### src/crcbs_pkg.sv
// ----------------------------------------------------------------------------
// crcbs_pkg
// Shared constants, types and helpers for the bit-serial CRC generator and
// checker.
// ----------------------------------------------------------------------------
package crcbs_pkg;

  localparam int CRC_WIDTH   = 16;
  localparam int GEN_WIDTH   = 16;
  localparam int CNT_W       = $clog2(CRC_WIDTH + 1);
  localparam int QUEUE_DEPTH = 4;
  localparam int QPTR_W      = $clog2(QUEUE_DEPTH);
  localparam int QCNT_W      = $clog2(QUEUE_DEPTH + 1);

  localparam logic [GEN_WIDTH-1:0] GEN_RESET = 16'h1021;

  // mode codes
  localparam logic MODE_GEN   = 1'b0;
  localparam logic MODE_CHECK = 1'b1;

  // one classified bit on its way from the front end to the output side
  typedef struct packed {
    logic                 data_bit;
    logic                 last;
    logic                 error;
    logic                 tail;
    logic [CRC_WIDTH-1:0] crc;
  } entry_t;

  // low CRC_WIDTH generator coefficients from the 16-bit register
  function automatic logic [CRC_WIDTH-1:0] gen_coeffs(input logic [GEN_WIDTH-1:0] g);
    logic [63:0] wide;
    wide = {{(64 - GEN_WIDTH){1'b0}}, g};
    return wide[CRC_WIDTH-1:0];
  endfunction

endpackage

### src/crcbs_front.sv
// ----------------------------------------------------------------------------
// crcbs_front
// Accepts input bits, runs the LFSR division and classifies each bit as a
// plain echo, a check-mode frame end or a generate-mode frame end with tail.
// ----------------------------------------------------------------------------
module crcbs_front
  import crcbs_pkg::*;
(
  input  logic                 clk,
  input  logic                 rst,
  input  logic                 cfg_we,
  input  logic [GEN_WIDTH-1:0] cfg_wdata,
  input  logic                 in_valid,
  output logic                 in_ready,
  input  logic                 mode,
  input  logic                 data_bit,
  input  logic                 frame_end,
  output logic                 push_valid,
  input  logic                 push_ready,
  output entry_t               push_entry
);

  logic [GEN_WIDTH-1:0] generator_low;
  logic [CRC_WIDTH-1:0] remainder;
  logic [CRC_WIDTH-1:0] rem_shift;
  logic                 feedback;
  logic                 accept;

  assign in_ready   = push_ready;
  assign push_valid = in_valid;
  assign accept     = in_valid & push_ready;

  always_comb begin
    feedback  = remainder[CRC_WIDTH-1] ^ data_bit;
    rem_shift = (remainder << 1) ^ (feedback ? gen_coeffs(generator_low) : '0);
  end

  always_comb begin
    push_entry.data_bit = data_bit;
    push_entry.last     = frame_end & (mode == MODE_CHECK);
    push_entry.error    = frame_end & (mode == MODE_CHECK) & (rem_shift != '0);
    push_entry.tail     = frame_end & (mode == MODE_GEN);
    push_entry.crc      = rem_shift;
  end

  always_ff @(posedge clk) begin
    if (rst) begin
      generator_low <= GEN_RESET;
    end else if (cfg_we) begin
      generator_low <= cfg_wdata;
    end
  end

  // remainder clears once the frame is done
  always_ff @(posedge clk) begin
    if (rst) begin
      remainder <= '0;
    end else if (accept) begin
      remainder <= frame_end ? '0 : rem_shift;
    end
  end

endmodule

### src/crcbs_queue.sv
// ----------------------------------------------------------------------------
// crcbs_queue
// Short FIFO between the front end and the output side, so the input keeps
// flowing while a check tail is being shifted out.
// ----------------------------------------------------------------------------
module crcbs_queue
  import crcbs_pkg::*;
(
  input  logic   clk,
  input  logic   rst,
  input  logic   push_valid,
  output logic   push_ready,
  input  entry_t push_entry,
  output logic   pop_valid,
  input  logic   pop,
  output entry_t pop_entry
);

  entry_t            mem [QUEUE_DEPTH];
  logic [QPTR_W-1:0] wr_ptr;
  logic [QPTR_W-1:0] rd_ptr;
  logic [QCNT_W-1:0] count;
  logic              do_push;
  logic              do_pop;

  assign push_ready = (count != QCNT_W'(QUEUE_DEPTH));
  assign pop_valid  = (count != '0);
  assign pop_entry  = mem[rd_ptr];
  assign do_push    = push_valid & push_ready;
  assign do_pop     = pop & pop_valid;

  always_ff @(posedge clk) begin
    if (do_push) begin
      mem[wr_ptr] <= push_entry;
    end
  end

  always_ff @(posedge clk) begin
    if (rst) begin
      wr_ptr <= '0;
      rd_ptr <= '0;
      count  <= '0;
    end else begin
      if (do_push) begin
        wr_ptr <= wr_ptr + 1'b1;
      end
      if (do_pop) begin
        rd_ptr <= rd_ptr + 1'b1;
      end
      case ({do_push, do_pop})
        2'b10:   count <= count + 1'b1;
        2'b01:   count <= count - 1'b1;
        default: count <= count;
      endcase
    end
  end

  a_count_bound: assert property (@(posedge clk) disable iff (rst)
    count <= QCNT_W'(QUEUE_DEPTH))
    else $error("queue count beyond depth");

  a_no_pop_empty: assert property (@(posedge clk) disable iff (rst)
    (count == '0) && !do_push |=> (count == '0))
    else $error("queue count moved without a transfer");

  a_ptr_gap: assert property (@(posedge clk) disable iff (rst)
    (count != QCNT_W'(QUEUE_DEPTH)) && (count != '0) |-> (wr_ptr != rd_ptr))
    else $error("queue pointers disagree with count");

endmodule

### src/crcbs_back.sv
// ----------------------------------------------------------------------------
// crcbs_back
// Output side: echoes each queued bit and, after a generate-mode frame end,
// shifts out the remainder MSB first through the output register.
// ----------------------------------------------------------------------------
module crcbs_back
  import crcbs_pkg::*;
(
  input  logic   clk,
  input  logic   rst,
  input  logic   pop_valid,
  output logic   pop,
  input  entry_t pop_entry,
  output logic   out_valid,
  input  logic   out_ready,
  output logic   out_bit,
  output logic   is_check_bit,
  output logic   run_last,
  output logic   error
);

  logic                 out_load;
  logic                 tail_active;
  logic [CNT_W-1:0]     tail_count;
  logic [CRC_WIDTH-1:0] tail_shift;
  logic                 tail_done;

  assign out_load  = ~out_valid | out_ready;
  assign pop       = out_load & ~tail_active & pop_valid;
  assign tail_done = (tail_count == CNT_W'(CRC_WIDTH - 1));

  always_ff @(posedge clk) begin
    if (rst) begin
      out_valid   <= 1'b0;
      tail_active <= 1'b0;
      tail_count  <= '0;
    end else if (out_load) begin
      if (tail_active) begin
        out_valid  <= 1'b1;
        tail_count <= tail_done ? '0 : tail_count + 1'b1;
        if (tail_done) begin
          tail_active <= 1'b0;
        end
      end else if (pop_valid) begin
        out_valid   <= 1'b1;
        tail_active <= pop_entry.tail;
        tail_count  <= '0;
      end else begin
        out_valid <= 1'b0;
      end
    end
  end

  // payload registers
  always_ff @(posedge clk) begin
    if (out_load) begin
      if (tail_active) begin
        out_bit      <= tail_shift[CRC_WIDTH-1];
        is_check_bit <= 1'b1;
        run_last     <= tail_done;
        error        <= 1'b0;
        tail_shift   <= tail_shift << 1;
      end else if (pop_valid) begin
        out_bit      <= pop_entry.data_bit;
        is_check_bit <= 1'b0;
        run_last     <= pop_entry.last;
        error        <= pop_entry.error;
        tail_shift   <= pop_entry.crc;
      end
    end
  end

  a_no_pop_in_tail: assert property (@(posedge clk) disable iff (rst)
    tail_active |-> !pop)
    else $error("queue popped while tail in progress");

  a_check_no_error: assert property (@(posedge clk) disable iff (rst)
    out_valid && is_check_bit |-> !error)
    else $error("error flag on an appended check bit");

  a_tail_ends: assert property (@(posedge clk) disable iff (rst)
    tail_active && out_load && tail_done |=> out_valid && run_last && is_check_bit)
    else $error("tail did not finish with a marked check bit");

endmodule

### src/crc16_bit_serial_gen_check.sv
// ----------------------------------------------------------------------------
// crc16_bit_serial_gen_check
// Bit-serial CRC generator and checker, MSB first, zero initial remainder.
// ----------------------------------------------------------------------------
// Input channel (in_valid/in_ready) takes one bit per transfer with mode and
// frame_end; output channel (out_valid/out_ready) gives one result bit per
// transfer. Every input bit is echoed. In generate mode a frame end is
// followed by the 16 remainder bits, the last one flagged with run_last; in
// check mode the echo of the frame end carries run_last and error.
// An input transfer is written into the queue and then loaded into the
// output register when that register is free.
// Throughput is one bit per clock in both directions while out_ready is high;
// a generate frame end adds 16 output bits, during which a
// four-entry queue absorbs input before in_ready drops.
// cfg_we writes the generator coefficients below the implicit top term
// (reset 0x1021); write only while the block is idle.
// Synchronous reset clears the remainder, the queue and the output valid.
// When out_ready is low the output register holds, the queue fills and
// in_ready falls once it is full; nothing is lost.
// ----------------------------------------------------------------------------
module crc16_bit_serial_gen_check
  import crcbs_pkg::*;
(
  input  logic                 clk,
  input  logic                 rst,
  input  logic                 cfg_we,
  input  logic [GEN_WIDTH-1:0] cfg_wdata,
  input  logic                 in_valid,
  output logic                 in_ready,
  input  logic                 mode,
  input  logic                 data_bit,
  input  logic                 frame_end,
  output logic                 out_valid,
  input  logic                 out_ready,
  output logic                 out_bit,
  output logic                 is_check_bit,
  output logic                 run_last,
  output logic                 error
);

  logic   push_valid;
  logic   push_ready;
  entry_t push_entry;
  logic   pop_valid;
  logic   pop;
  entry_t pop_entry;

  crcbs_front u_front (
    .clk        (clk),
    .rst        (rst),
    .cfg_we     (cfg_we),
    .cfg_wdata  (cfg_wdata),
    .in_valid   (in_valid),
    .in_ready   (in_ready),
    .mode       (mode),
    .data_bit   (data_bit),
    .frame_end  (frame_end),
    .push_valid (push_valid),
    .push_ready (push_ready),
    .push_entry (push_entry)
  );

  crcbs_queue u_queue (
    .clk        (clk),
    .rst        (rst),
    .push_valid (push_valid),
    .push_ready (push_ready),
    .push_entry (push_entry),
    .pop_valid  (pop_valid),
    .pop        (pop),
    .pop_entry  (pop_entry)
  );

  crcbs_back u_back (
    .clk          (clk),
    .rst          (rst),
    .pop_valid    (pop_valid),
    .pop          (pop),
    .pop_entry    (pop_entry),
    .out_valid    (out_valid),
    .out_ready    (out_ready),
    .out_bit      (out_bit),
    .is_check_bit (is_check_bit),
    .run_last     (run_last),
    .error        (error)
  );

endmodule

### config.mk
export PLATFORM = sky130hd
export DESIGN_NAME = crc16_bit_serial_gen_check
export DESIGN_NICKNAME = d
export VERILOG_FILES = /design/src/crcbs_pkg.sv /design/src/crcbs_front.sv /design/src/crcbs_queue.sv /design/src/crcbs_back.sv /design/src/crc16_bit_serial_gen_check.sv
export SDC_FILE = /design/constraint.sdc
export NUM_CORES = 1
export LEC_CHECK = 0
export BUFFER_PORTS_ARGS = -buffer_cell sky130_fd_sc_hd__buf_2
export CORE_ASPECT_RATIO = 1.75
export CORE_MARGIN = 5
export CORE_UTILIZATION = 41
export CTS_CLUSTER_DIAMETER = 60
export DETAILED_ROUTE_END_ITERATION = 10
export PLACE_DENSITY = 0.63
export SETUP_SLACK_MARGIN = 0.1
export SYNTH_ARGS = -nofsm -noshare
export SYNTH_HDL_FRONTEND = slang
export SYNTH_SLANG_ARGS = --single-unit
### constraint.sdc
create_clock -name clk -period 6.77 [get_ports clk]
set_input_delay 0.677 -clock clk [delete_from_list [all_inputs] [get_ports clk]]
set_output_delay 0.677 -clock clk [all_outputs]
set_load 0.03 [all_outputs]
==> impl_metrics.py <==
metrics = {
    "critical_path": {
        "crit_type": "reg -> reg",
        "path_max_fanout": 21,
        "critPathBufInv": 1,
        "end_kind": "register",
        "worstPathRequired_ns": 7.10,
        "start_kind": "register",
        "slowest_delay_ns": 0.48,
        "worstPathArrival_ns": 2.91,
        "slowest_stage": "or3b_1",
        "crit_family": "simple AND/OR/NAND/NOR gates",
        "path_cells": "or3b_1 -> nand2_4 -> ha_1 -> inv_1 -> fa_1 -> xor2_1 -> or3_1 -> a21oi_1",
    },
    "synth": {
        "synth_cell_type_count": 46,
        "netlist.area_leader.share": 0.4779,
        "syn_inst": 457,
        "synth_area_sq_um": 6284,
        "yosysTopAreaCell": "edfxtp_1",
        "syn-num-nets": 488,
        "ys_seq_elements": 148,
        "syn_avg_cell_area_sq_um": 13.75,
        "ys_top_cells_by_area": "edfxtp_1 48%, dfxtp_1 15%, mux4_2 7.2%",
        "ys_seq_area_frac": 0.6308,
        "yosysWarnings": 0,
    },
    "drt": {
        "postRouteAntennaNets": 0,
        "drt_iter0_markers": 180,
        "drcViolationCount": 0,
        "vias": 3584,
        "routedWlPerCell_um": 16.31,
        "vias_per_cell": 5.240,
        "routed_wirelength_mm": 11.15,
        "drt_pass1_iterations": 4,
    },
    "placed_design": {
        "place_area_sq_um": 6509,
        "port_buffers": 29,
        "globalplace.congestion": 0.7338,
        "preCtsSetupSlack_ns": 4.083,
        "dp_hpwl_mm": 7.532,
    },
    "cells_and_area": {
        "nFillCells": 1345,
        "regArea_sq_um": 3964,
        "nets": 516,
        "syn_to_final_growth_pct": 13.22,
        "final_common_cell": "edfxtp_1",
        "layout_common_cells": "100 x edfxtp_1, 65 x nand2_1, 56 x nor2_1, 48 x dfxtp_1, 29 x buf_2",
        "drive_gt1_frac": 0.2008,
        "finalCoreUtilization": 0.4668,
        "multi_input_area_sq_um": 2130,
        "antennaDiodeCount": 0,
        "design_area_sq_um": 7114,
    },
    "floorplanning": {
        "dieArea_sq_um": 18000,
        "start_util": 0.4123,
        "rows": 60,
        "die_y_um": 173.8,
        "die_x_um": 103.6,
        "core_sq_um": 15240,
        "io_pins": 30,
    },
    "outcome": {
        "outcome": "completed",
    },
    "global_route": {
        "antenna_found_initial": 0,
        "grt_pass1_wl_mm": 18.92,
        "grt-ovfl-total": 0,
        "grt_pass1_vias": 3783,
        "grt_max_degree": 48,
        "grtUsageTotal": 0.1307,
    },
    "sta": {
        "relSlewSlack": 0.2711,
        "final-setup-viol-count": 0,
        "slew_viol_final": 0,
        "hold_viol_final": 0,
        "min_period_ns": 2.574,
        "finalCritPeriodShare": 0.3803,
        "clock_skew_ns": 0.007105,
        "fin_ws_ns": 4.196,
        "rsz0062_at_grt": "no",
        "tightest_slew_ns": 1.093,
        "fmax_ghz": 0.3885,
        "tns_ns": 0,
    },
    "clocking": {
        "tritoncts": "done",
        "cts_root_buf": "clkbuf_16",
        "max-clock-path-buffers": 2,
        "cts.hold.buffers_added": 0,
        "numCtsBuffers": 17,
        "clk_latency_ns": 0.41,
        "cts-resized-gates": 0,
        "clock_sink_count": 148,
        "cts_setup_buffers": 0,
        "h-tree-depth": 4,
        "clk_pin_slew_ns": 0.06,
    },
    "pwr": {
        "p_leak_nw": 2.575,
        "powerDensity_nw_per_um2": 387.6,
        "power.total_mw": 2.757,
        "ir_drop_mv": 0.2226,
    },
    "min_path": {
        "worstHoldPathType": "in -> reg",
    },
    "job": {
        "drv_cap": 0,
    },
}
[layer usage]
metal,track usage,part of all wire,vias up
li1,-,-,1734
met1,0.1441,0.39,1766
met2,0.2364,0.56,68
met3,0.03317,0.027,16
met4,0.05309,0.020,0
met5,0,0,-
[cell families (layout without fill, tap and decap cells)]
family                     after synthesis  after routing  share of synthesized area
DFF                                    148            148                     0.6308
adders and majority gates                7              7                    0.01513
xor gates and xnor gates                29             29                    0.05476
muxes                                   36             36                    0.09737
AOI/OAI and AO/OA                       49             49                    0.05635
buffers and inverters                   29             70                    0.03027
and+or+nand+nor                        159            159                     0.1153
[report_power, final]
group          internal, mW  switching [mW]  total, mW
clock network         0.584           0.364      0.948
logic                 0.216           0.329      0.544
registers              1.18          0.0878       1.26
[cell usage after synthesis, drive strengths merged]
cell,instances
fa,1
mux2,1
ha,6
clkbuf,12
o21ai,3
nor4,1
xor2,4
mux2i,15
mux4,20
a211o,4
nand2,68
nor3,2
and2,4
nor2,57
o32ai,7
a21oi,6
nand3,2
xnor2,25
a31oi,9
dfxtp,48
nor4bb,7
or3b,1
o31ai,1
nor2b,5
inv,8
nor3b,2
a32oi,1
nand4,2
a311oi,1
buf,9
nand2b,1
o21a,1
and3,4
edfxtp,100
or3,3
a22oi,16
[metrics by stage]
step,hold slack (ns),std cells
2_1_floorplan,0.4569,457
3_3_place_gp,0.4645,652
3_5_place_dp,0.4765,652
4_1_cts,0.4599,684
5_1_grt,0.4721,684
6_report,0.4725,684
[worst register-to-register path: stages (launching register included)]
cell and delay (ns):
dfxtp_1 0.40, or3b_1 0.48, nand2_4 0.28, ha_1 0.25
inv_1 0.06, fa_1 0.37, xor2_1 0.18, or3_1 0.32
a21oi_1 0.15
[state kept, by name, summed over array words and instances, names as in the netlist, named ones only]
name                   count
u_back.error               1
u_back.is_check_bit        1
u_back.out_bit             1
u_back.out_valid           1
u_back.run_last            1
u_back.tail_active         1
u_back.tail_count          5
u_back.tail_shift         16
u_front.generator_low     16
u_front.remainder         16
u_queue.count              3
u_queue.mem               80
u_queue.rd_ptr             2
u_queue.wr_ptr             2
[final cells by class]
class                      instances  share of cell area
inverter                           8            0.004221
multi-input combinational        280              0.2993
clock buffer                      18             0.06032
sequential                       148              0.5572
tap                              186             0.03271
timing repair buffer              30             0.02146
clock inverter                    14             0.02480
[worst paths after layout]
| path | start | to | slack [ns] | cells after the start |
|---|---|---|---|---|
| worst max-delay path | u_queue.count[2] | u_queue.count[2] | 4.20 | 8 |
| worst min-delay path | cfg_wdata[0] | u_front.generator_low[0] | 0.47 | 2 |
| worst max register to register | u_queue.count[2] | u_queue.count[2] | 4.20 | 8 |
| worst min register to register | u_back.tail_count[4] | u_back.tail_count[4] | 0.48 | 1 |
(Power assumes the default switching activity.)
